**src/hw/rtl/grid_cost_inflation_top_assert.svh**
```systemverilog
// ----------------------------------------------------------------------------
// grid_cost_inflation_top_assert
// Assertion macros for the grid cost inflation block.
// Each macro expects signals named clk and rst_n in the enclosing scope.
// ----------------------------------------------------------------------------
`ifndef GRID_COST_INFLATION_TOP_ASSERT_SVH
`define GRID_COST_INFLATION_TOP_ASSERT_SVH

// Same-cycle implication.
`define CGI_ASSERT_IMP(lbl, ante, cons, msg) \
    lbl: assert property (@(posedge clk) disable iff (!rst_n) (ante) |-> (cons)) \
        else $error(msg);

// Next-cycle implication.
`define CGI_ASSERT_NXT(lbl, ante, cons, msg) \
    lbl: assert property (@(posedge clk) disable iff (!rst_n) (ante) |=> (cons)) \
        else $error(msg);

`endif

```
**src/hw/rtl/cgi_pkg.sv**
```systemverilog
// ----------------------------------------------------------------------------
// cgi_pkg
// Shared types and constants of the grid cost inflation block.
// ----------------------------------------------------------------------------
`timescale 1ns / 1ps
`default_nettype none

package cgi_pkg;

    localparam int GRID_DIM_DEF = 64;

    localparam int REQ_TYPE_W  = 2;
    localparam int COORD_IN_W  = 6;
    localparam int OCC_W       = 8;
    localparam int COST_W      = 8;
    localparam int DIM_REG_W   = 7;
    localparam int DAMP_W      = 8;
    localparam int CFG_INDEX_W = 2;
    localparam int CFG_DATA_W  = 8;

    localparam logic [REQ_TYPE_W-1:0] REQ_WRITE = 2'd0;
    localparam logic [REQ_TYPE_W-1:0] REQ_RUN   = 2'd1;
    localparam logic [REQ_TYPE_W-1:0] REQ_READ  = 2'd2;
    localparam logic [REQ_TYPE_W-1:0] REQ_CLEAR = 2'd3;

    localparam logic [CFG_INDEX_W-1:0] REG_GRID_WIDTH  = 2'd0;
    localparam logic [CFG_INDEX_W-1:0] REG_GRID_HEIGHT = 2'd1;
    localparam logic [CFG_INDEX_W-1:0] REG_DAMPING     = 2'd2;

    localparam logic [DIM_REG_W-1:0] GRID_WIDTH_RST  = 7'd64;
    localparam logic [DIM_REG_W-1:0] GRID_HEIGHT_RST = 7'd64;
    localparam logic [DAMP_W-1:0]    DAMPING_RST     = 8'd26;

    localparam logic [COST_W-1:0] COST_MAX      = 8'hFF;
    localparam logic [OCC_W-1:0]  OCC_THRESHOLD = 8'h10;

    // Relaxation phase that writes the cell back
    localparam logic [3:0] PHASE_WRITE = 4'd9;

    typedef enum logic [2:0] {
        ST_INIT,
        ST_IDLE,
        ST_READ,
        ST_RUN,
        ST_CLEAR
    } state_t;

    typedef struct packed {
        logic [DIM_REG_W-1:0] grid_width;
        logic [DIM_REG_W-1:0] grid_height;
        logic [DAMP_W-1:0]    damping;
    } cfg_t;

    // Neighbour offsets, clockwise from the cell above
    function automatic logic signed [1:0] nb_dx(input logic [2:0] k);
        logic signed [1:0] d;
        case (k)
            3'd0:    d = 2'sd0;
            3'd1:    d = 2'sd1;
            3'd2:    d = 2'sd1;
            3'd3:    d = 2'sd1;
            3'd4:    d = 2'sd0;
            default: d = -2'sd1;
        endcase
        return d;
    endfunction

    function automatic logic signed [1:0] nb_dy(input logic [2:0] k);
        logic signed [1:0] d;
        case (k)
            3'd0:    d = -2'sd1;
            3'd1:    d = -2'sd1;
            3'd2:    d = 2'sd0;
            3'd3:    d = 2'sd1;
            3'd4:    d = 2'sd1;
            3'd5:    d = 2'sd1;
            3'd6:    d = 2'sd0;
            default: d = -2'sd1;
        endcase
        return d;
    endfunction

endpackage

`default_nettype wire

```
**src/hw/rtl/cgi_cfg_if.sv**
```systemverilog
// ----------------------------------------------------------------------------
// cgi_cfg_if
// Configuration write channel: register index and write data.
// ----------------------------------------------------------------------------
`timescale 1ns / 1ps
`default_nettype none

interface cgi_cfg_if;
    logic                             valid;
    logic                             ready;
    logic [cgi_pkg::CFG_INDEX_W-1:0]  index;
    logic [cgi_pkg::CFG_DATA_W-1:0]   data;

    modport source (output valid, index, data, input ready);
    modport sink   (input valid, index, data, output ready);
endinterface

`default_nettype wire

```
**src/hw/rtl/cgi_cfg.sv**
```systemverilog
// ----------------------------------------------------------------------------
// cgi_cfg
// Configuration registers: grid width, grid height and damping.
// ----------------------------------------------------------------------------
`timescale 1ns / 1ps
`default_nettype none

module cgi_cfg (
    input  wire logic     clk,
    input  wire logic     rst_n,
    cgi_cfg_if.sink       cfg,
    output cgi_pkg::cfg_t regs
);

    logic [cgi_pkg::DIM_REG_W-1:0] width_reg;
    logic [cgi_pkg::DIM_REG_W-1:0] height_reg;
    logic [cgi_pkg::DAMP_W-1:0]    damping_reg;

    assign cfg.ready = 1'b1;

    always_ff @(posedge clk or negedge rst_n)
    begin
        if (!rst_n)
        begin
            width_reg   <= cgi_pkg::GRID_WIDTH_RST;
            height_reg  <= cgi_pkg::GRID_HEIGHT_RST;
            damping_reg <= cgi_pkg::DAMPING_RST;
        end
        else if (cfg.valid)
        begin
            // Writes to unknown indexes are dropped
            case (cfg.index)
                cgi_pkg::REG_GRID_WIDTH:  width_reg   <= cfg.data[cgi_pkg::DIM_REG_W-1:0];
                cgi_pkg::REG_GRID_HEIGHT: height_reg  <= cfg.data[cgi_pkg::DIM_REG_W-1:0];
                cgi_pkg::REG_DAMPING:     damping_reg <= cfg.data[cgi_pkg::DAMP_W-1:0];
                default: ;
            endcase
        end
    end

    assign regs.grid_width  = width_reg;
    assign regs.grid_height = height_reg;
    assign regs.damping     = damping_reg;

endmodule

`default_nettype wire

```
**src/flat_wrapper.sv**
```systemverilog
// flat-port wrapper written by rule: the top's interface ports become plain ports
module cgi_cfg_flat 
  (clk, rst_n, regs, cfg_valid, cfg_index, cfg_data, cfg_ready);
  cgi_cfg_if cfg_i ();
  input  wire logic clk;
  input  wire logic rst_n;
  output cgi_pkg::cfg_t regs;
  input wire logic [$bits(cfg_i.valid)-1:0] cfg_valid;
  input wire logic [$bits(cfg_i.index)-1:0] cfg_index;
  input wire logic [$bits(cfg_i.data)-1:0] cfg_data;
  output wire logic [$bits(cfg_i.ready)-1:0] cfg_ready;
  assign cfg_i.valid = cfg_valid;
  assign cfg_i.index = cfg_index;
  assign cfg_i.data = cfg_data;
  assign cfg_ready = cfg_i.ready;
  cgi_cfg u_core (.clk(clk), .rst_n(rst_n), .cfg(cfg_i), .regs(regs));
endmodule
```
**config.mk**
```make
export PLATFORM = sky130hd
export DESIGN_NAME = cgi_cfg_flat
export DESIGN_NICKNAME = d
export VERILOG_FILES = /design/src/hw/rtl/grid_cost_inflation_top_assert.svh /design/src/hw/rtl/cgi_pkg.sv /design/src/hw/rtl/cgi_cfg_if.sv /design/src/hw/rtl/cgi_cfg.sv /design/src/flat_wrapper.sv
export SDC_FILE = /design/constraint.sdc
export NUM_CORES = 1
export LEC_CHECK = 0
export BUFFER_PORTS_ARGS = -buffer_cell sky130_fd_sc_hd__buf_2
export CAP_MARGIN = 20
export CELL_PAD_IN_SITES_DETAIL_PLACEMENT = 1
export CELL_PAD_IN_SITES_GLOBAL_PLACEMENT = 1
export CORE_UTILIZATION = 39
export DETAILED_ROUTE_END_ITERATION = 8
export PLACE_DENSITY = 0.89
export SYNTH_ARGS = -nofsm -noshare
export SYNTH_HDL_FRONTEND = slang
export SYNTH_SLANG_ARGS = --single-unit
```
**constraint.sdc**
```tcl
create_clock -name clk -period 2 [get_ports clk]
set_clock_uncertainty 0.1 [all_clocks]
set_input_delay 0.1 -clock clk [delete_from_list [all_inputs] [get_ports clk]]
set_output_delay 0.1 -clock clk [all_outputs]
set_load 0.05 [all_outputs]
```
=== Yosys cells after proc, flatten, opt, wreduce, memory -nomap -nowiden ===
Index checks and enable logic that the tools add are counted.

* Bits in registers: 22
* Input port bits: 13
* Output and inout bits: 23
* Logic and storage cells: 9

* Eq/ne operators: 2
* Reductions and logical operators: 4

{| class="wikitable"
|+ Operator list
! cell !! number
|-
| AND reduction 2 bit || 3
|-
| == test 2 x 1 -> 1 bit, second input constant || 1
|-
| == test 2 bit, second input constant || 1
|-
| zero test 2 bit || 1
|}

=== Logic depth before layout (Yosys ltp) ===
* Word-level depth: 2
* Gate-level depth with buffers: 2
* Mapped depth without buffers: 2

=== Worst setup path after synthesis ===
Ideal clock, no wire load.

* Kind: flip-flop to flip-flop
* Start point: register u_core.damping_reg[0] (netlist name)
* End point: register u_core.damping_reg[0] in the netlist's numbering
* Setup time: 0.125 ns
* Arrival time: 0.866 ns
* Required time: 1.775 ns
* Path slack: 0.910 ns
* Cell stages (with the launch flop): 2
* Buffers on the path: 0
* Clock period less this slack: 1.090 ns
* Path through: dfrtp_1 mux2_2

{| class="wikitable"
|+ RTL lines
! element !! line !! RTL
|-
| to (signal assigned) || cgi_cfg.sv:27 || <nowiki>damping_reg <= cgi_pkg::DAMPING_RST;</nowiki>
|-
| to (signal assigned) || cgi_cfg.sv:35 || <nowiki>cgi_pkg::REG_DAMPING: damping_reg <= cfg.data[cgi_pkg::DAMP_W-1:0];</nowiki>
|-
| to (decl) || cgi_cfg.sv:17 || <nowiki>logic [cgi_pkg::DAMP_W-1:0] damping_reg;</nowiki>
|}

=== Worst setup path in the final report ===
* Start point: register u_core.damping_reg[1] in the netlist's numbering
* End point: output port regs[1] in the netlist's numbering

{| class="wikitable"
|+ RTL lines
! element !! line !! RTL
|-
| to (decl) || flat_wrapper.sv:7 || <nowiki>output cgi_pkg::cfg_t regs;</nowiki>
|}

No word-level cell between the ends.

==> flow_results.org <==
** Die
- Chip Height :: 48.9 um
- The initial utilization of the core area, before any placement, comes to 42.4%.
- The floorplan step defined a die boundary enclosing 2390 um2.
- Overall die width :: 48.9 um
- Site Rows :: 16
- 36 I/O pins were placed.
- After floorplanning, the core was sized to cover 2020 um2.

** Clock tree
- TritonCTS built the clock tree.
- CTS placed an instance of clkbuf_4 at the clock tree root.
- Quantity of gates resized following cts :: 0
- Number of buffers inserted by post-CTS setup repair :: 0
- Clock transition at the register clock pins on the worst setup and hold paths after CTS :: 0.12 ns
- Number of clock buffers inserted by TritonCTS :: 3
- For the worst-skew pair, the clock arrives at the later sink with an insertion delay of 0.30 ns.
- The clock drives 22 sinks.
- CTS max path bufs :: 2
- CTS built an H-tree with a depth of 1.

** Job
- Number of max-cap violations :: 0

** Setup path
- Together, buffers and inverters on the worst path number 1.
- Largest delay share family, worst path :: flip-flops
- The critical path is of the reg2out type.
- Cell-by-cell trace of the critical path :: buf_2
- For the worst setup path, the data required time is 1.80 ns.
- Sort of element at the start of the critical path :: register
- Critical Path End Type :: output port
- The slowest stage of the critical path is the dfstp_2 cell.
- Critical path fanouts, max :: 2
- Data arrival time of the critical path :: 1.11 ns
- The largest single stage delay on the critical path is 0.55 ns.

** Finish
- Non-Filler Cell Area, Final :: 1180 um2
- Total number of nets in the final design :: 109
- Measured on the finished design, the core utilization comes to 58.4%.
- Leaving out fill and tap cells, the most frequent cell in the layout is buf_2.
- Max FFs per register :: 8
- The post-route netlist has 71.6% of its cells at a drive strength greater than 1.
- Commonest non-fill, non-tap cells in the layout :: buf_2 (34), mux2_2 (22), dfrtp_1 (17)
- The number of antenna diodes in the final layout is 0.
- Compared with the post-synthesis result, the final layout area differs by 37.7%.

** STA
- Hold is met by 0.144 ns.
- Total count of hold-check failures in the final report :: 0
- Setup repair after global routing left no endpoint under its margin.
- The number of max-slew violations in the final report was 0.
- Setup violations remaining at the end of the flow were counted as 0.
- Fin worst setup slack :: 0.687 ns
- Shortest clock period the worst path allows after layout :: 1.31 ns
- Static timing analysis puts the maximum clock frequency at 0.762 GHz.
- Sum of negative setup slack :: 0 ns
- In the finished design, the share of the clock period the worst path needs comes to 65.6%.

** Synthesis
- After synthesis, the largest area contributor takes up 49.6% of total cell area.
- Count of different cell masters after synthesis :: 7
- The synthesized design contains 22 register bits.
- Synthesis produced 49 cells.
- After synthesis, flip-flops and latches occupy 65.0% of the total area.
- Leading area contributor after synthesis :: dfrtp_1
- When the netlist entered floorplanning its net count stood at 62.
- Syn Area/Cell :: 17.5 um2
- Most area-consuming cells after synthesis :: dfrtp_1 (50%), mux2_2 (29%), dfstp_2 (15%)
- During synthesis, Yosys emitted a total of 0 warnings.
- In this run the cell area of the synthesized design comes to 857 um2.

** Placement
- Port buffer count :: 34
- The wire-length estimate of the detail-placed layout is 1250 um.
- The placed instances occupy a cell area of 1050 um2.
- Last weighted congestion value of the routability-driven placer :: 0.684
- OpenSTA, run right after detailed placement, puts the worst setup slack at 0.734 ns.

** Pwr
- Dividing total power by cell area gives a power density of 1150 nW/um2.
- Leak :: 0.561 nW
- Max rail drop VDD :: 0.000603 V

** Routing
- Number of violations reported at the end of detailed-routing iteration 0 :: 2
- For this run, design rule violations remaining after detail routing come to 0.
- Wires add up to 1800 um.
- In this run the remaining antenna-violating nets after routing total 0.
- After detailed routing, the number of vias per cell comes to 4.77.
- The routed layout has 582 vias.
- Number of detailed-route iterations in the first pass :: 2
- In the final routed layout, each cell accounts on average for 14.7 um.

** Global routing
- Antenna violations before repair :: 0
- After global routing the overflow that remains totals 0.
- Maximum number of pins on one net before global-route repair :: 23
- Vias in the first global route :: 645
- Global routing consumed, over all layers together, 18.9% of the routing resources.
- Global-route wire length before repair :: 3280 um

** Worst hold path
- Worst min-delay path category :: in2reg

** Status
- Status :: complete, no violations
[kinds of logic after synthesis]
| family | synth area share, % |
|---|---|
| buf+inv | 0.876 |
| flops | 65.0 |
| mux | 28.9 |
| other cells | 0.438 |
| simple gates | 4.82 |
[power breakdown]
group / switching [mW] / total [mW] / leakage (nW) / internal, mW
registers: 0.0382 / 0.580 / 0.254 / 0.542
logic: 0.393 / 0.539 / 0.286 / 0.146
clock network: 0.130 / 0.241 / 0.0210 / 0.111
[layer usage]
layer  wire length (um)  global-route usage (%)  part of all wire [%]
met5                  0                       0                     0
met4                 42                    10.3                   2.3
met3                 80                    3.12                   4.4
met2                963                    31.7                    54
met1                712                    23.3                    40
[path summary, 6_finish.rpt]
check                                              to  slack [ns]  cells after the start                   from
worst min-delay path              u_core.width_reg[1]        0.14                      3           cfg_index[1]
max in group asynchronous        u_core.height_reg[6]        1.27                      2                  rst_n
worst max-delay path                          regs[1]        0.69                      1  u_core.damping_reg[1]
worst min register to register    u_core.width_reg[0]        0.41                      1    u_core.width_reg[0]
min in group asynchronous       u_core.damping_reg[6]        0.17                      2                  rst_n
worst max register to register    u_core.width_reg[4]        1.13                      1    u_core.width_reg[4]
[area by class of cell]
class	count	area [um2]
repair buffers	43	260
well taps	27	33.8
multi-input cells	26	293
fillers	207	842
clock buffers	4	36.3
flip-flops and latches	22	557
[cells in the mapped netlist]
library cell / instances
nand3b_2: 2
conb_1: 1
dfrtp_1: 17
buf_4: 1
mux2_2: 22
nor3b_4: 1
dfstp_2: 5
[through the flow]
step	std cells	power [mW]
global route	122	1.43
CTS	122	1.37
detailed placement	109	1.12
global placement	109	1.11
finish	122	1.36
floorplan	49	0.988
[repair_timing]
item | in CTS | in global routing
endpoints found under the hold margin | 44 | 0
hold buffers | 9 | 0
setup endpoints to repair | 0 | 0
(Power assumes the default switching activity.)
