[src/hw/rtl/grid_cost_inflation_top_assert.svh]
// ----------------------------------------------------------------------------
// grid_cost_inflation_top_assert
// Assertion macros for the grid cost inflation block.
// Each macro expects signals named clk and rst_n in the enclosing scope.
// ----------------------------------------------------------------------------
`ifndef GRID_COST_INFLATION_TOP_ASSERT_SVH
`define GRID_COST_INFLATION_TOP_ASSERT_SVH

// Same-cycle implication.
`define CGI_ASSERT_IMP(lbl, ante, cons, msg) \
    lbl: assert property (@(posedge clk) disable iff (!rst_n) (ante) |-> (cons)) \
        else $error(msg);

// Next-cycle implication.
`define CGI_ASSERT_NXT(lbl, ante, cons, msg) \
    lbl: assert property (@(posedge clk) disable iff (!rst_n) (ante) |=> (cons)) \
        else $error(msg);

`endif

[src/hw/rtl/cgi_pkg.sv]
// ----------------------------------------------------------------------------
// cgi_pkg
// Shared types and constants of the grid cost inflation block.
// ----------------------------------------------------------------------------
`timescale 1ns / 1ps
`default_nettype none

package cgi_pkg;

    localparam int GRID_DIM_DEF = 64;

    localparam int REQ_TYPE_W  = 2;
    localparam int COORD_IN_W  = 6;
    localparam int OCC_W       = 8;
    localparam int COST_W      = 8;
    localparam int DIM_REG_W   = 7;
    localparam int DAMP_W      = 8;
    localparam int CFG_INDEX_W = 2;
    localparam int CFG_DATA_W  = 8;

    localparam logic [REQ_TYPE_W-1:0] REQ_WRITE = 2'd0;
    localparam logic [REQ_TYPE_W-1:0] REQ_RUN   = 2'd1;
    localparam logic [REQ_TYPE_W-1:0] REQ_READ  = 2'd2;
    localparam logic [REQ_TYPE_W-1:0] REQ_CLEAR = 2'd3;

    localparam logic [CFG_INDEX_W-1:0] REG_GRID_WIDTH  = 2'd0;
    localparam logic [CFG_INDEX_W-1:0] REG_GRID_HEIGHT = 2'd1;
    localparam logic [CFG_INDEX_W-1:0] REG_DAMPING     = 2'd2;

    localparam logic [DIM_REG_W-1:0] GRID_WIDTH_RST  = 7'd64;
    localparam logic [DIM_REG_W-1:0] GRID_HEIGHT_RST = 7'd64;
    localparam logic [DAMP_W-1:0]    DAMPING_RST     = 8'd26;

    localparam logic [COST_W-1:0] COST_MAX      = 8'hFF;
    localparam logic [OCC_W-1:0]  OCC_THRESHOLD = 8'h10;

    // Relaxation phase that writes the cell back
    localparam logic [3:0] PHASE_WRITE = 4'd9;

    typedef enum logic [2:0] {
        ST_INIT,
        ST_IDLE,
        ST_READ,
        ST_RUN,
        ST_CLEAR
    } state_t;

    typedef struct packed {
        logic [DIM_REG_W-1:0] grid_width;
        logic [DIM_REG_W-1:0] grid_height;
        logic [DAMP_W-1:0]    damping;
    } cfg_t;

    // Neighbour offsets, clockwise from the cell above
    function automatic logic signed [1:0] nb_dx(input logic [2:0] k);
        logic signed [1:0] d;
        case (k)
            3'd0:    d = 2'sd0;
            3'd1:    d = 2'sd1;
            3'd2:    d = 2'sd1;
            3'd3:    d = 2'sd1;
            3'd4:    d = 2'sd0;
            default: d = -2'sd1;
        endcase
        return d;
    endfunction

    function automatic logic signed [1:0] nb_dy(input logic [2:0] k);
        logic signed [1:0] d;
        case (k)
            3'd0:    d = -2'sd1;
            3'd1:    d = -2'sd1;
            3'd2:    d = 2'sd0;
            3'd3:    d = 2'sd1;
            3'd4:    d = 2'sd1;
            3'd5:    d = 2'sd1;
            3'd6:    d = 2'sd0;
            default: d = -2'sd1;
        endcase
        return d;
    endfunction

endpackage

`default_nettype wire

[src/hw/rtl/cgi_req_if.sv]
// ----------------------------------------------------------------------------
// cgi_req_if
// Request channel: request type, cell coordinates and occupancy.
// ----------------------------------------------------------------------------
`timescale 1ns / 1ps
`default_nettype none

interface cgi_req_if;
    logic                             valid;
    logic                             ready;
    logic [cgi_pkg::REQ_TYPE_W-1:0]   req_type;
    logic [cgi_pkg::COORD_IN_W-1:0]   cell_x;
    logic [cgi_pkg::COORD_IN_W-1:0]   cell_y;
    logic [cgi_pkg::OCC_W-1:0]        occupancy;

    modport source (output valid, req_type, cell_x, cell_y, occupancy, input ready);
    modport sink   (input valid, req_type, cell_x, cell_y, occupancy, output ready);
endinterface

`default_nettype wire

[src/hw/rtl/cgi_rsp_if.sv]
// ----------------------------------------------------------------------------
// cgi_rsp_if
// Response channel: cell cost and coordinate error flag.
// ----------------------------------------------------------------------------
`timescale 1ns / 1ps
`default_nettype none

interface cgi_rsp_if;
    logic                         valid;
    logic                         ready;
    logic [cgi_pkg::COST_W-1:0]   cost;
    logic                         coord_error;

    modport source (output valid, cost, coord_error, input ready);
    modport sink   (input valid, cost, coord_error, output ready);
endinterface

`default_nettype wire

[src/hw/rtl/cgi_ctrl.sv]
// ----------------------------------------------------------------------------
// cgi_ctrl
// Request sequencer: cell access, clearing sweep and two-pass relaxation
// over the cost store, with the response register.
// ----------------------------------------------------------------------------
`timescale 1ns / 1ps
`default_nettype none

`include "grid_cost_inflation_top_assert.svh"

module cgi_ctrl #(
    parameter int GRID_DIM = 64,
    parameter int DEPTH    = 4096,
    parameter int AW       = 12,
    parameter int CW       = 6,
    parameter int DW       = 7
) (
    input  wire logic                       clk,
    input  wire logic                       rst_n,
    cgi_req_if.sink                         req,
    cgi_rsp_if.source                       rsp,
    input  cgi_pkg::cfg_t                   regs,
    output logic                            mem_we,
    output logic      [AW-1:0]              mem_waddr,
    output logic      [cgi_pkg::COST_W-1:0] mem_wdata,
    output logic                            mem_re,
    output logic      [AW-1:0]              mem_raddr,
    input  wire logic [cgi_pkg::COST_W-1:0] mem_rdata
);

    cgi_pkg::state_t state_reg, state_next;

    logic [CW-1:0]              x_reg, x_next;
    logic [CW-1:0]              y_reg, y_next;
    logic                       pass_reg, pass_next;
    logic [3:0]                 phase_reg, phase_next;
    logic [cgi_pkg::COST_W-1:0] best_reg, best_next;
    logic [AW-1:0]              clr_reg, clr_next;
    logic                       out_valid_reg, out_valid_next;
    logic [cgi_pkg::COST_W-1:0] out_cost_reg, out_cost_next;
    logic                       out_err_reg, out_err_next;

    logic [DW-1:0]              eff_w, eff_h;
    logic                       too_small;
    logic                       out_free;
    logic                       req_ready;
    logic                       accept;
    logic                       bad_coord;
    logic [AW-1:0]              req_addr;
    logic                       clr_last;
    logic [2:0]                 nb_idx;
    logic [CW-1:0]              nb_x, nb_y;
    logic [CW-1:0]              rd_x, rd_y;
    logic [8:0]                 diff;
    logic                       cand_ok;
    logic [cgi_pkg::COST_W-1:0] best_upd;
    logic                       y_at_end, x_at_end;
    logic                       y_at_one, x_at_one;
    logic                       run_done;

    function automatic logic [AW-1:0] addr_of(input logic [31:0] xx, input logic [31:0] yy);
        return AW'(xx * GRID_DIM + yy);
    endfunction

    // Sizes above the store act as the store size
    assign eff_w = (32'(regs.grid_width) > GRID_DIM) ? DW'(GRID_DIM) : DW'(regs.grid_width);
    assign eff_h = (32'(regs.grid_height) > GRID_DIM) ? DW'(GRID_DIM) : DW'(regs.grid_height);
    assign too_small = (32'(eff_w) < 32'd3) || (32'(eff_h) < 32'd3);

    assign out_free  = !out_valid_reg || rsp.ready;
    assign req_ready = (state_reg == cgi_pkg::ST_IDLE) && out_free;
    assign accept    = req.valid && req_ready;
    assign req.ready = req_ready;

    assign bad_coord = (32'(req.cell_x) >= 32'(eff_w)) || (32'(req.cell_y) >= 32'(eff_h));
    assign req_addr  = addr_of(32'(req.cell_x), 32'(req.cell_y));
    assign clr_last  = (clr_reg == AW'(DEPTH - 1));

    // Phase 0 reads the cell, phases 1..8 read the neighbours
    assign nb_idx = 3'(phase_reg - 4'd1);
    assign nb_x   = x_reg + CW'(cgi_pkg::nb_dx(nb_idx));
    assign nb_y   = y_reg + CW'(cgi_pkg::nb_dy(nb_idx));
    assign rd_x   = (phase_reg == 4'd0) ? x_reg : nb_x;
    assign rd_y   = (phase_reg == 4'd0) ? y_reg : nb_y;

    // Data of the read issued one phase earlier
    assign diff    = {1'b0, mem_rdata} - {1'b0, regs.damping};
    assign cand_ok = !diff[8] && (diff[7:0] != cgi_pkg::COST_MAX) && (diff[7:0] > best_reg);
    assign best_upd = (phase_reg == 4'd1) ? mem_rdata :
                      (cand_ok ? diff[7:0] : best_reg);

    assign y_at_end = (32'(y_reg) == 32'(eff_h) - 32'd2);
    assign x_at_end = (32'(x_reg) == 32'(eff_w) - 32'd2);
    assign y_at_one = (y_reg == CW'(1));
    assign x_at_one = (x_reg == CW'(1));
    assign run_done = (phase_reg == cgi_pkg::PHASE_WRITE) && pass_reg && y_at_one && x_at_one;

    always_comb
    begin
        state_next = state_reg;
        case (state_reg)
            cgi_pkg::ST_INIT:
            begin
                if (clr_last)
                    state_next = cgi_pkg::ST_IDLE;
            end
            cgi_pkg::ST_IDLE:
            begin
                if (accept)
                begin
                    case (req.req_type)
                        cgi_pkg::REQ_READ:
                            state_next = bad_coord ? cgi_pkg::ST_IDLE : cgi_pkg::ST_READ;
                        cgi_pkg::REQ_RUN:
                            state_next = too_small ? cgi_pkg::ST_IDLE : cgi_pkg::ST_RUN;
                        cgi_pkg::REQ_CLEAR:
                            state_next = cgi_pkg::ST_CLEAR;
                        default:
                            state_next = cgi_pkg::ST_IDLE;
                    endcase
                end
            end
            cgi_pkg::ST_READ:
                state_next = cgi_pkg::ST_IDLE;
            cgi_pkg::ST_RUN:
            begin
                if (run_done)
                    state_next = cgi_pkg::ST_IDLE;
            end
            cgi_pkg::ST_CLEAR:
            begin
                if (clr_last)
                    state_next = cgi_pkg::ST_IDLE;
            end
            default:
                state_next = cgi_pkg::ST_IDLE;
        endcase
    end

    always_comb
    begin
        x_next         = x_reg;
        y_next         = y_reg;
        pass_next      = pass_reg;
        phase_next     = phase_reg;
        best_next      = best_reg;
        clr_next       = clr_reg;
        out_valid_next = out_valid_reg && !rsp.ready;
        out_cost_next  = out_cost_reg;
        out_err_next   = out_err_reg;
        mem_we         = 1'b0;
        mem_waddr      = clr_reg;
        mem_wdata      = '0;
        mem_re         = 1'b0;
        mem_raddr      = addr_of(32'(rd_x), 32'(rd_y));

        case (state_reg)
            cgi_pkg::ST_INIT,
            cgi_pkg::ST_CLEAR:
            begin
                mem_we   = 1'b1;
                clr_next = clr_last ? '0 : AW'(clr_reg + AW'(1));
                if (clr_last && (state_reg == cgi_pkg::ST_CLEAR))
                begin
                    out_valid_next = 1'b1;
                    out_cost_next  = '0;
                    out_err_next   = 1'b0;
                end
            end
            cgi_pkg::ST_IDLE:
            begin
                if (accept)
                begin
                    case (req.req_type)
                        cgi_pkg::REQ_WRITE:
                        begin
                            mem_we         = !bad_coord;
                            mem_waddr      = req_addr;
                            mem_wdata      = (req.occupancy > cgi_pkg::OCC_THRESHOLD) ?
                                             cgi_pkg::COST_MAX : '0;
                            out_valid_next = 1'b1;
                            out_cost_next  = '0;
                            out_err_next   = bad_coord;
                        end
                        cgi_pkg::REQ_READ:
                        begin
                            mem_re    = !bad_coord;
                            mem_raddr = req_addr;
                            if (bad_coord)
                            begin
                                out_valid_next = 1'b1;
                                out_cost_next  = '0;
                                out_err_next   = 1'b1;
                            end
                        end
                        cgi_pkg::REQ_RUN:
                        begin
                            x_next     = CW'(1);
                            y_next     = CW'(1);
                            pass_next  = 1'b0;
                            phase_next = 4'd0;
                            if (too_small)
                            begin
                                out_valid_next = 1'b1;
                                out_cost_next  = '0;
                                out_err_next   = 1'b0;
                            end
                        end
                        default:
                        begin
                            clr_next = '0;
                        end
                    endcase
                end
            end
            cgi_pkg::ST_READ:
            begin
                out_valid_next = 1'b1;
                out_cost_next  = mem_rdata;
                out_err_next   = 1'b0;
            end
            cgi_pkg::ST_RUN:
            begin
                if (phase_reg != 4'd0)
                    best_next = best_upd;
                if (phase_reg == cgi_pkg::PHASE_WRITE)
                begin
                    // Write back; the next cell starts only after this write, so it sees this one
                    mem_we     = 1'b1;
                    mem_waddr  = addr_of(32'(x_reg), 32'(y_reg));
                    mem_wdata  = best_upd;
                    phase_next = 4'd0;
                    if (!pass_reg)
                    begin
                        if (y_at_end)
                        begin
                            if (x_at_end)
                            begin
                                pass_next = 1'b1;
                                x_next    = CW'(eff_w - DW'(2));
                                y_next    = CW'(eff_h - DW'(2));
                            end
                            else
                            begin
                                x_next = x_reg + CW'(1);
                                y_next = CW'(1);
                            end
                        end
                        else
                        begin
                            y_next = y_reg + CW'(1);
                        end
                    end
                    else
                    begin
                        if (y_at_one)
                        begin
                            if (!x_at_one)
                            begin
                                x_next = x_reg - CW'(1);
                                y_next = CW'(eff_h - DW'(2));
                            end
                        end
                        else
                        begin
                            y_next = y_reg - CW'(1);
                        end
                    end
                    if (run_done)
                    begin
                        out_valid_next = 1'b1;
                        out_cost_next  = '0;
                        out_err_next   = 1'b0;
                    end
                end
                else
                begin
                    mem_re     = 1'b1;
                    phase_next = phase_reg + 4'd1;
                end
            end
            default: ;
        endcase
    end

    always_ff @(posedge clk or negedge rst_n)
    begin
        if (!rst_n)
        begin
            state_reg     <= cgi_pkg::ST_INIT;
            clr_reg       <= '0;
            phase_reg     <= 4'd0;
            pass_reg      <= 1'b0;
            out_valid_reg <= 1'b0;
        end
        else
        begin
            state_reg     <= state_next;
            clr_reg       <= clr_next;
            phase_reg     <= phase_next;
            pass_reg      <= pass_next;
            out_valid_reg <= out_valid_next;
        end
    end

    always_ff @(posedge clk)
    begin
        x_reg        <= x_next;
        y_reg        <= y_next;
        best_reg     <= best_next;
        out_cost_reg <= out_cost_next;
        out_err_reg  <= out_err_next;
    end

    assign rsp.valid       = out_valid_reg;
    assign rsp.cost        = out_cost_reg;
    assign rsp.coord_error = out_err_reg;

    `CGI_ASSERT_IMP(a_no_rw_collision, mem_we && mem_re, mem_waddr != mem_raddr,
                    "read and write hit the same cell in one cycle")
    `CGI_ASSERT_IMP(a_run_interior, state_reg == cgi_pkg::ST_RUN,
                    (x_reg != '0) && (y_reg != '0), "relaxation left the interior")
    `CGI_ASSERT_NXT(a_read_goes_wait,
                    accept && (req.req_type == cgi_pkg::REQ_READ) && !bad_coord,
                    state_reg == cgi_pkg::ST_READ, "read did not wait for store data")
    `CGI_ASSERT_IMP(a_init_no_response, state_reg == cgi_pkg::ST_INIT, !out_valid_reg,
                    "response raised during the reset clearing pass")

endmodule

`default_nettype wire

[src/flat_wrapper.sv]
// flat-port wrapper written by rule: the top's interface ports become plain ports
module cgi_ctrl_flat 
#(
    parameter int GRID_DIM = 64,
    parameter int DEPTH    = 4096,
    parameter int AW       = 12,
    parameter int CW       = 6,
    parameter int DW       = 7
)
  (clk, rst_n, regs, mem_we, mem_waddr, mem_wdata, mem_re, mem_raddr, mem_rdata, req_valid, req_req_type, req_cell_x, req_cell_y, req_occupancy, req_ready, rsp_valid, rsp_cost, rsp_coord_error, rsp_ready);
  cgi_req_if req_i ();
  cgi_rsp_if rsp_i ();
  input  wire logic clk;
  input  wire logic rst_n;
  input  cgi_pkg::cfg_t regs;
  output logic mem_we;
  output logic      [AW-1:0] mem_waddr;
  output logic      [cgi_pkg::COST_W-1:0] mem_wdata;
  output logic mem_re;
  output logic      [AW-1:0] mem_raddr;
  input  wire logic [cgi_pkg::COST_W-1:0] mem_rdata;
  input wire logic [$bits(req_i.valid)-1:0] req_valid;
  input wire logic [$bits(req_i.req_type)-1:0] req_req_type;
  input wire logic [$bits(req_i.cell_x)-1:0] req_cell_x;
  input wire logic [$bits(req_i.cell_y)-1:0] req_cell_y;
  input wire logic [$bits(req_i.occupancy)-1:0] req_occupancy;
  output wire logic [$bits(req_i.ready)-1:0] req_ready;
  output wire logic [$bits(rsp_i.valid)-1:0] rsp_valid;
  output wire logic [$bits(rsp_i.cost)-1:0] rsp_cost;
  output wire logic [$bits(rsp_i.coord_error)-1:0] rsp_coord_error;
  input wire logic [$bits(rsp_i.ready)-1:0] rsp_ready;
  assign req_i.valid = req_valid;
  assign req_i.req_type = req_req_type;
  assign req_i.cell_x = req_cell_x;
  assign req_i.cell_y = req_cell_y;
  assign req_i.occupancy = req_occupancy;
  assign req_ready = req_i.ready;
  assign rsp_valid = rsp_i.valid;
  assign rsp_cost = rsp_i.cost;
  assign rsp_coord_error = rsp_i.coord_error;
  assign rsp_i.ready = rsp_ready;
  cgi_ctrl #(.GRID_DIM(GRID_DIM), .DEPTH(DEPTH), .AW(AW), .CW(CW), .DW(DW)) u_core (.clk(clk), .rst_n(rst_n), .req(req_i), .rsp(rsp_i), .regs(regs), .mem_we(mem_we), .mem_waddr(mem_waddr), .mem_wdata(mem_wdata), .mem_re(mem_re), .mem_raddr(mem_raddr), .mem_rdata(mem_rdata));
endmodule
[config.mk]
export PLATFORM = sky130hd
export DESIGN_NAME = cgi_ctrl_flat
export DESIGN_NICKNAME = d
export VERILOG_FILES = /design/src/hw/rtl/cgi_pkg.sv /design/src/hw/rtl/cgi_req_if.sv /design/src/hw/rtl/cgi_rsp_if.sv /design/src/hw/rtl/cgi_ctrl.sv /design/src/flat_wrapper.sv
export VERILOG_INCLUDE_DIRS = /design/src /design/src/hw/rtl
export SDC_FILE = /design/constraint.sdc
export NUM_CORES = 1
export LEC_CHECK = 0
export ABC_AREA = 1
export BUFFER_PORTS_ARGS = -buffer_cell sky130_fd_sc_hd__clkbuf_2
export CAP_MARGIN = 20
export CORE_ASPECT_RATIO = 1.25
export CORE_MARGIN = 5
export CORE_UTILIZATION = 63
export DETAILED_ROUTE_END_ITERATION = 16
export PLACE_DENSITY = 0.95
export SYNTH_ARGS = -nofsm -noshare
export SYNTH_HDL_FRONTEND = slang
export SYNTH_SLANG_ARGS = --single-unit
[constraint.sdc]
create_clock -name clk -period 5.9 [get_ports clk]
set_clock_uncertainty 0.15 [all_clocks]
set_input_delay 0.295 -clock clk [delete_from_list [all_inputs] [get_ports clk]]
set_output_delay 0.295 -clock clk [all_outputs]
set_load 0.01 [all_outputs]
* Word-level counts from Yosys, hierarchy flattened
Cells that the tools add are included.
W data, S select, Z words.
** Storage, ports and cells
- Output and inout port bits :: 45
- Input port bits :: 56
- Register bits :: 50
** Cells by class
- Equality and inequality tests :: 35
- Add/subtract/negate cells :: 17
- Reductions and logical operators :: 38
- Order comparisons :: 8
- Multiplexer cells :: 90
** Operators with widths (number)
- $mux W12 :: 9
- $mux W6 :: 16
- $mux W8 :: 12
- $eq A6 B32 Y1 :: 2
- $pmux W12 S2 :: 2
- $add A12 B6 Y12 :: 3
- $pmux W8 S4 :: 1
- $mux W1 :: 24
- $pmux W6 S2 :: 2
- $pmux W8 S3 :: 1
- $pmux W3 S3 :: 2
- $pmux W8 S2 :: 1
- $sub A7 B2 Y8 const B :: 2
- $ge A6 B7 Y1 :: 2
- $gt A7 B7 Y1 const B :: 2
- $lt A7 B2 Y1 const B :: 2
- $mux W7 :: 2
- $add A12 B1 Y12 const B :: 1
- $add A6 B1 Y6 const B :: 2
- $add A6 B6 Y6 :: 2
- $eq A12 B12 Y1 const B :: 1
- $eq A3 B2 Y1 const B :: 4
- $eq A3 B3 Y1 const B :: 4
- $eq A6 B1 Y1 const B :: 2
- 43 further kinds :: 87

* Longest topological paths before layout
Gate-level depths: netlist of run 1.
- Depth in word-level cells :: 10
- Depth in mapped cells :: 22
- Gate-level depth less buffers :: 22

* Worst setup path after synthesis of run 1
Ideal clock, no wire load.
- Path kind :: input port to output port
- Start point :: in mem_rdata[0] in the netlist's numbering
- End point :: out mem_wdata[6] in the netlist's numbering
- Path slack :: 2.586 ns
- Required time :: 5.455 ns
- Data arrival time :: 2.869 ns
- Stages on the path :: 21
- Cell sequence :: inv_1 -> ha_1 -> inv_1 -> fa_1 -> nand4_1 -> nand3_1 -> xor2_1 -> inv_1 -> ha_1 -> nand2_1 -> nor2_1 -> nand2_1 -> o211ai_1 -> o21ai_0 -> nor2_1 -> nand2_2 -> nand2_1 -> nand2_1 -> nand2_1 -> nand2_1 -> nand2_1
** Between the ends
- Word-level cells in the longest chain between the ends :: 8
** RTL lines
- start: declaration :: line flat_wrapper.sv:21 : input wire logic [cgi_pkg::COST_W-1:0] mem_rdata;
- $sub A8 B8 Y9 (*) :: line cgi_ctrl.sv:87 : assign diff = {1'b0, mem_rdata} - {1'b0, regs.damping};
- parallel branches: the longest is 3 deep, another holds $gt A8 B8 Y1
- $mux W8 (*) :: line cgi_ctrl.sv:90 : (cand_ok ? diff[7:0] : best_reg);
- $mux W8 (*) :: line cgi_ctrl.sv:89 : assign best_upd = (phase_reg == 4'd1) ? mem_rdata :
- net u_core.best_upd, one bit :: line cgi_ctrl.sv:56 : logic [cgi_pkg::COST_W-1:0] best_upd;
- $mux W8 (*) :: line cgi_ctrl.sv:226 : if (phase_reg == cgi_pkg::PHASE_WRITE)
- $pmux W8 S2 (*) :: line cgi_ctrl.sv:157 : case (state_reg)
- end: declaration :: line flat_wrapper.sv:18 : output logic [cgi_pkg::COST_W-1:0] mem_wdata;
Mark *: on every way through the listed nets, which the timed path passes.

* Worst setup path after layout of run 1
- Start point :: reg u_core.phase_reg[0]
- End point :: out mem_raddr[5]
** Between the ends
- Word-level cells in the longest chain between the ends :: 10
** RTL lines
- start: declaration :: line cgi_ctrl.sv:36 : logic [3:0] phase_reg, phase_next;
- start signal: assignment :: line cgi_ctrl.sv:300 : phase_reg <= phase_next;
- $sub A3 B1 Y3 :: line cgi_ctrl.sv:80 : assign nb_idx = 3'(phase_reg - 4'd1);
- $eq A3 B2 Y1 or $eq A3 B3 Y1 (tied branches) :: line cgi_pkg.sv:70 : case (k)
- $reduce_or A3 Y1 (no source line) or $reduce_or A2 Y1 (tied branches)
- $pmux W2 S2 :: line cgi_pkg.sv:70
- $add A6 B6 Y6 :: line cgi_ctrl.sv:82 : assign nb_y = y_reg + CW'(cgi_pkg::nb_dy(nb_idx));
- $mux W6 (*) :: line cgi_ctrl.sv:84 : assign rd_y = (phase_reg == 4'd0) ? y_reg : nb_y;
- $add A12 B6 Y12 (*) :: line cgi_ctrl.sv:62 : return AW'(xx * GRID_DIM + yy);
- $mux W12 :: line cgi_ctrl.sv:174 : case (req.req_type)
- $mux W12 :: line cgi_ctrl.sv:172 : if (accept)
- $mux W12 (*) :: line cgi_ctrl.sv:157
- end: declaration :: line flat_wrapper.sv:20 : output logic [AW-1:0] mem_raddr;
Mark *: on every way between the ends. The rest lies on a longest branch, timed or not.

==> reports/metrics.csv, run 1 <==
stage;metric;value;unit
die;core_area;9080;µm²
routing;ant_nets;0;
placed_design;dp_slack;2.08;ns
pwr;seqPwrFrac;0.224;
pwr;peakVddDrop;428;µV
pwr;clkPwrFrac;0.152;
hold_path;hp-class;primary input to flop;
global_route;first_global_vias;5801;
timing;max_freq;251;MHz
routing;first_pass_iters;7;
timing;worst_slew_pin_slew;1.03;ns
pwr;p_int;1.18;mW
synthesis;synthDistinctLibCells;48;
timing;finalSetupTns;0;ns
pwr;pwr-share-comb;0.624;
pwr;p_per_area;339;nW/µm²
routing;drt_iter0_drc;692;
flow_run;drv_cap;0;
synthesis;async_flop_share;0.420;
die;dieArea;11200;µm²
pwr;swShare;0.469;
synthesis;yosysSeqAreaShare;0.242;
final_layout;synthToLayoutAreaGrowth;13.1;%
synthesis;synth.area.top_cells;edfxtp_1, ha_1, nand2_1, dfrtp_1, inv_1;
placed_design;numPlacedInstances;1073;
final_layout;final_layout_size_suffix_gt1_frac;0.151;
clock_tree;path_clk_slew;0.07;ns
timing;slew-limit-headroom;0.314;
final_layout;nets;1079;
setup_path;arrival;3.55;ns
die;die_y;117;µm
die;rows;39;
synthesis;yosys-top-cells-count;nand2_1, inv_1, nand3_1;
synthesis;synth_area;5780;µm²
placed_design;gp_congestion;1.00;
placed_design;numPortBuffers;100;
timing;min_period;3.99;ns
final_layout;final_area;6540;µm²
global_route;track_usage;0.306;
placed_design;place_area;6360;µm²
final_layout;antenna_cells;0;
final_layout;instances_no_fill;1082;
timing;finalHoldViolCount;0;
placed_design;hpwl;13600;µm
clock_tree;insertion_delay;0.30;ns
synthesis;synth_top_area_share;0.151;
routing;post_drt_wl_per_cell;15.8;µm
setup_path;cp-start-kind;flop;
global_route;grt_max_degree;26;
timing;grt_setup_unrepaired;false;
timing;slew_viol_final;0;
pwr;cellLeakagePower;3.48;nW
synthesis;syn_avg_cell_area;6.69;µm²
setup_path;crit_path_end_kind;output pin;
routing;vias_per_cell;5.88;
synthesis;synth_nets;985;
clock_tree;cts_tree;done;
die;pin_count;101;
synthesis;synth-edff-count;29;
clock_tree;cts.sinks;50;
global_route;grt_first_pass_wirelength;27000;µm
synthesis;ys_dominant_reg_cell;edfxtp_1;
synthesis;synthCells;864;
timing;setup_viol;0;
clock_tree;cts-root-buf;clkbuf_16;
timing;setup_slack;1.91;ns
outcome;outcome;finished, final reports clean;
clock_tree;cts-buffers-inserted;5;
die;die_w;95.7;µm
final_layout;nFillCells;755;
synthesis;synth_most_common_cell;nand2_1;
clock_tree;h-tree-depth;2;
setup_path;cp_max_fo;8;
setup_path;crit_type;flop to output pin;
die;start_util;0.637;
timing;final.period_utilization;0.677;
synthesis;ys_warn_count;0;
pwr;p_sw;1.04;mW
final_layout;largest_reg_flops;12;
synthesis;synth_seq_cells;50;
clock_tree;cts_buffer_depth;2;
routing;finalWirelength;17100;µm
global_route;grt-ovfl-total;0;
setup_path;required;5.45;ns
synthesis;synth_top_area_cell;edfxtp_1;
timing;hold_ws;0.191;ns
routing;drcViolationCount;0;
routing;num_vias;6359;
global_route;antenna_found_initial;0;
[metal layers]
layer,track usage,part of all wire,vias up
met5,0,0,-
met4,0.155,0.052,0
met3,0.0486,0.094,80
met2,0.529,0.48,417
met1,0.365,0.37,2803
li1,-,-,3059
[kinds of logic after synthesis]
family	count (synthesis)	synth area share
compound gates	153	0.156
xor+xnor	24	0.0364
fa+ha+maj	65	0.145
buf+inv	166	0.111
flops	50	0.242
simple gates	406	0.310
[critical path: stages, from the launching register on]
cell	delay [ns]
dfrtp_1	0.53
inv_1	0.14
ha_1	0.24
ha_1	0.29
inv_1	0.07
nand2_1	0.05
nand3_1	0.17
inv_1	0.13
ha_1	0.34
nand2_1	0.09
nand3_1	0.11
nand2_1	0.08
nand2_1	0.06
a21oi_1	0.16
a21oi_1	0.08
o21ai_0	0.12
xor2_1	0.24
nand2_1	0.08
o21ai_0	0.11
inv_1	0.06
clkbuf_2	0.13
[repair_timing]
action,CTS,global route
hold buffers,1,0
resized for setup,0,0
buffers inserted,0,0
endpoints found under the hold margin,21,0
[stage by stage]
stage,power [mW],utilization
2_1_floorplan,1.43,-
3_3_place_gp,1.82,0.701
3_5_place_dp,1.85,0.701
4_1_cts,2.20,0.720
5_1_grt,2.40,0.720
6_report,2.22,0.720
[power by group through the flow]
stage               Sequential (mW)  Clock (mW)  Combinational, mW
finish                        0.497       0.336               1.38
detailed placement            0.501           0               1.35
global placement              0.499           0               1.32
global route                  0.501       0.351               1.55
floorplan                     0.477           0              0.956
CTS                           0.495       0.339               1.37
[cell type report]
class | count | area [µm²] | area share
Multi-Input combinational cell | 648 | 3740 | 0.572
Sequential cell | 50 | 1400 | 0.214
Inverter | 152 | 571 | 0.0873
Timing Repair Buffer | 101 | 510 | 0.0781
Tap cell | 123 | 154 | 0.0235
Clock buffer | 7 | 133 | 0.0203
Clock inverter | 1 | 30.0 | 0.00460
[worst paths after layout]
check | start | end | slack (ns) | cells past startpoint
worst max-delay path | u_core.phase_reg[0] | mem_raddr[5] | 1.91 | 20
worst min-delay path | req_req_type[0] | u_core.state_reg[0] | 0.19 | 3
worst min register to register | u_core.state_reg[2] | u_core.state_reg[2] | 0.41 | 2
worst max register to register | u_core.phase_reg[1] | u_core.rsp.cost[3] | 2.52 | 10
max in group asynchronous | rst_n | u_core.phase_reg[1] | 4.82 | 2
min in group asynchronous | rst_n | u_core.clr_reg[1] | 0.38 | 2
[cells in the final DEF, fill, tap and decap left out, types with 4 or more instances in the layout]
master / instances
o21ai_1: 9
inv_1: 137
dfrtp_1: 21
clkbuf_16: 5
nor2_1: 68
nor2_2: 7
clkinv_1: 4
inv_2: 11
o21ai_0: 47
xnor2_1: 6
nor2_4: 4
a31oi_1: 12
clkbuf_2: 100
ha_1: 62
xor2_1: 18
nand3_1: 78
o211ai_1: 9
a21oi_1: 46
nand4_1: 13
edfxtp_1: 29
nand2_1: 200
nor3_1: 16
o221ai_1: 10
nand2_2: 8
No activity file was read; power rests on OpenSTA's default activity.
==> inputs of run 2 (changes only) <==
Settings changed: CORE_UTILIZATION 63 to 58, PLACE_DENSITY 0.95 to 0.91.
Clock period 5.9 ns to 3.8 ns, I/O delays scaled along.
==> run 2 against run 1 <==
Compared with the run above: via count is 0.66% lower; critical endpoint unchanged; critical path type unchanged; combinational power grew 64%; largest cell class unchanged; register-to-register slack worse by 1.9 ns; sequential cell count unchanged; non-clock buffer count rose by 8; sequential share of layout area is 0.26 points lower; total power grew 58%; die area up 7.8%; sequential power grew 53%; global-route usage shrank 2.4 points.
==> reports/metrics.csv, run 2 (synthesis results as in run 1) <==
stage;metric;value;unit
outcome;outcome;finished, final reports clean;
clock_tree;path_clk_slew;0.08;ns
clock_tree;cts_tree;done;
routing;drcViolationCount;0;
timing;hold_ws;0.0711;ns
hold_path;hold_start;req_req_type[0];
global_route;first_global_vias;5944;
final_layout;largest_reg_flops;12;
setup_path;crit_type;flop to output pin;
die;start_util;0.598;
setup_path;r2r_start;u_core.x_reg[1];
final_layout;layout_commonest_cell;nand2_1;
setup_path;crit_path_end_kind;output pin;
final_layout;antenna_cells;0;
final_layout;mostFrequentLayoutCells;nand2_1, inv_1, clkbuf_2;
routing;num_vias;6317;
die;pin_count;101;
die;die_y;122;µm
die;dieArea;12100;µm²
flow_run;drv_cap;0;
pwr;cellLeakagePower;3.51;nW
pwr;finalPower;3.51;mW
placed_design;numPortBuffers;100;
final_layout;synthToLayoutAreaGrowth;14.5;%
pwr;p_per_area;530;nW/µm²
setup_path;crit_path_top_delay_cell;dfrtp_2;
global_route;grt_max_degree;26;
timing;slew_viol_final;0;
routing;ant_nets;0;
setup_path;startpoint;u_core.phase_reg[0];
routing;vias_per_cell;5.78;
placed_design;hpwl;13700;µm
hold_path;hp-class;primary input to flop;
timing;worst_slew_pin_slew;1.04;ns
clock_tree;cts-buffers-inserted;5;
routing;first_pass_iters;6;
setup_path;crit_path_cell_trace;inv_1 > ha_1 > ha_1 > inv_1 > nand2_1 > nand3_2 > inv_2 > ha_1 > nand3_1 > nand3_1 > nand2_1 > nand2_1 > a21oi_2 > a21oi_1 > o21ai_0 > xor2_1 > nand2_1 > o21ai_1 > inv_1 > clkbuf_2;
timing;min_period;3.63;ns
routing;drt_iter0_drc;542;
routing;post_drt_wl_per_cell;15.7;µm
clock_tree;cts-root-buf;clkbuf_16;
timing;setup_viol;0;
clock_tree;h-tree-depth;2;
timing;finalHoldViolCount;0;
timing;max_freq;276;MHz
global_route;track_usage;0.281;
setup_path;arrival;3.29;ns
placed_design;gp_congestion;1.00;
setup_path;worst-path-buf-inv;5;
clock_tree;cts.sinks;50;
clock_tree;insertion_delay;0.30;ns
setup_path;critPathMaxStageDelay;0.41;ns
routing;finalWirelength;17200;µm
global_route;antenna_found_initial;0;
setup_path;cp-start-kind;flop;
setup_path;required;3.46;ns
final_layout;nets;1087;
global_route;grt_first_pass_wirelength;27800;µm
setup_path;crit_family;adder cells;
setup_path;cp_max_fo;5;
die;die_w;99.3;µm
final_layout;final_layout_size_suffix_gt1_frac;0.170;
setup_path;cpMostUsedCell;nand2_1;
timing;slew-limit-headroom;0.304;
die;core_area;9660;µm²
clock_tree;cts_buffer_depth;2;
pwr;peakVddDrop;495;µV
global_route;grt-ovfl-total;0;
die;rows;40;
timing;final.period_utilization;0.955;
[run 2: cell count changes in the layout (fill, tap and decap cells not counted), moves of 2 or more]
cell,delta
buf_4,+8
a21oi_1,-3
a21oi_2,+3
clkbuf_1,-2
inv_1,-2
inv_2,+2
o21ai_0,-2
o21ai_1,+2
[run 2: repair_timing]
action                                  CTS  global route
endpoints found under the setup margin    2            10
hold buffers                              1             0
pin swaps                                 1             1
setup buffers                             2             3
hold endpoints to repair                 21             0
gates resized for setup                   1            10
gates cloned                              0             0
[run 2: worst register-to-register path, delay by kind of cell (launching register included)]
kind                     cells  cell delay (ns)
adder cells (fa/ha/maj)      1             0.20
flip-flops                   1             0.40
AO/OA/AOI/OAI                2             0.92
AND/OR/NAND/NOR              4             0.96
buffers and inverters        1             0.24
[run 2: path summary, 6_finish.rpt]
check | end | slack, ns | depth (start not counted)
min in group asynchronous | u_core.clr_reg[8] | 0.26 | 2
worst min-delay path | u_core.state_reg[0] | 0.07 | 3
max in group asynchronous | u_core.phase_reg[0] | 2.82 | 2
worst min register to register | u_core.state_reg[2] | 0.40 | 2
worst max-delay path | mem_raddr[5] | 0.17 | 20
worst max register to register | u_core.rsp.cost[0] | 0.58 | 8
[run 2: layout make-up]
class,instances,area (µm²)
Inverter,152,571
Clock buffer,5,125
Multi-Input combinational cell,648,3780
Clock inverter,3,21.3
Sequential cell,50,1400
Tap cell,126,158
Fill cell,828,3040
Timing Repair Buffer,109,571
[run 2: metrics by stage]
stage | worst slack (ns) | TNS (ns) | util | instances | cell area [µm²]
after floorplan | 0.696 | 0 | - | 864 | 5780
after global placement | 0.422 | 0 | 0.661 | 1079 | 6390
after detailed placement | 0.315 | 0 | 0.661 | 1079 | 6390
after CTS | 0.0312 | 0 | 0.679 | 1090 | 6560
after global routing | -0.0338 | -0.0568 | 0.685 | 1093 | 6620
final | 0.172 | 0 | 0.685 | 1093 | 6620
[run 2: report_power, final]
part           internal (mW)  total [mW]  switching, mW
Sequential             0.687       0.762         0.0753
Clock                  0.245       0.476          0.231
Combinational          0.912        2.27           1.36
Total                   1.84        3.51           1.67
[run 2: layer usage]
layer / global-route usage / up-vias / wire, µm
li1: - / 3071 / -
met1: 0.340 / 2814 / 6700
met2: 0.479 / 354 / 8140
met3: 0.0367 / 78 / 1430
met4: 0.160 / 0 / 919
met5: 0 / - / 0
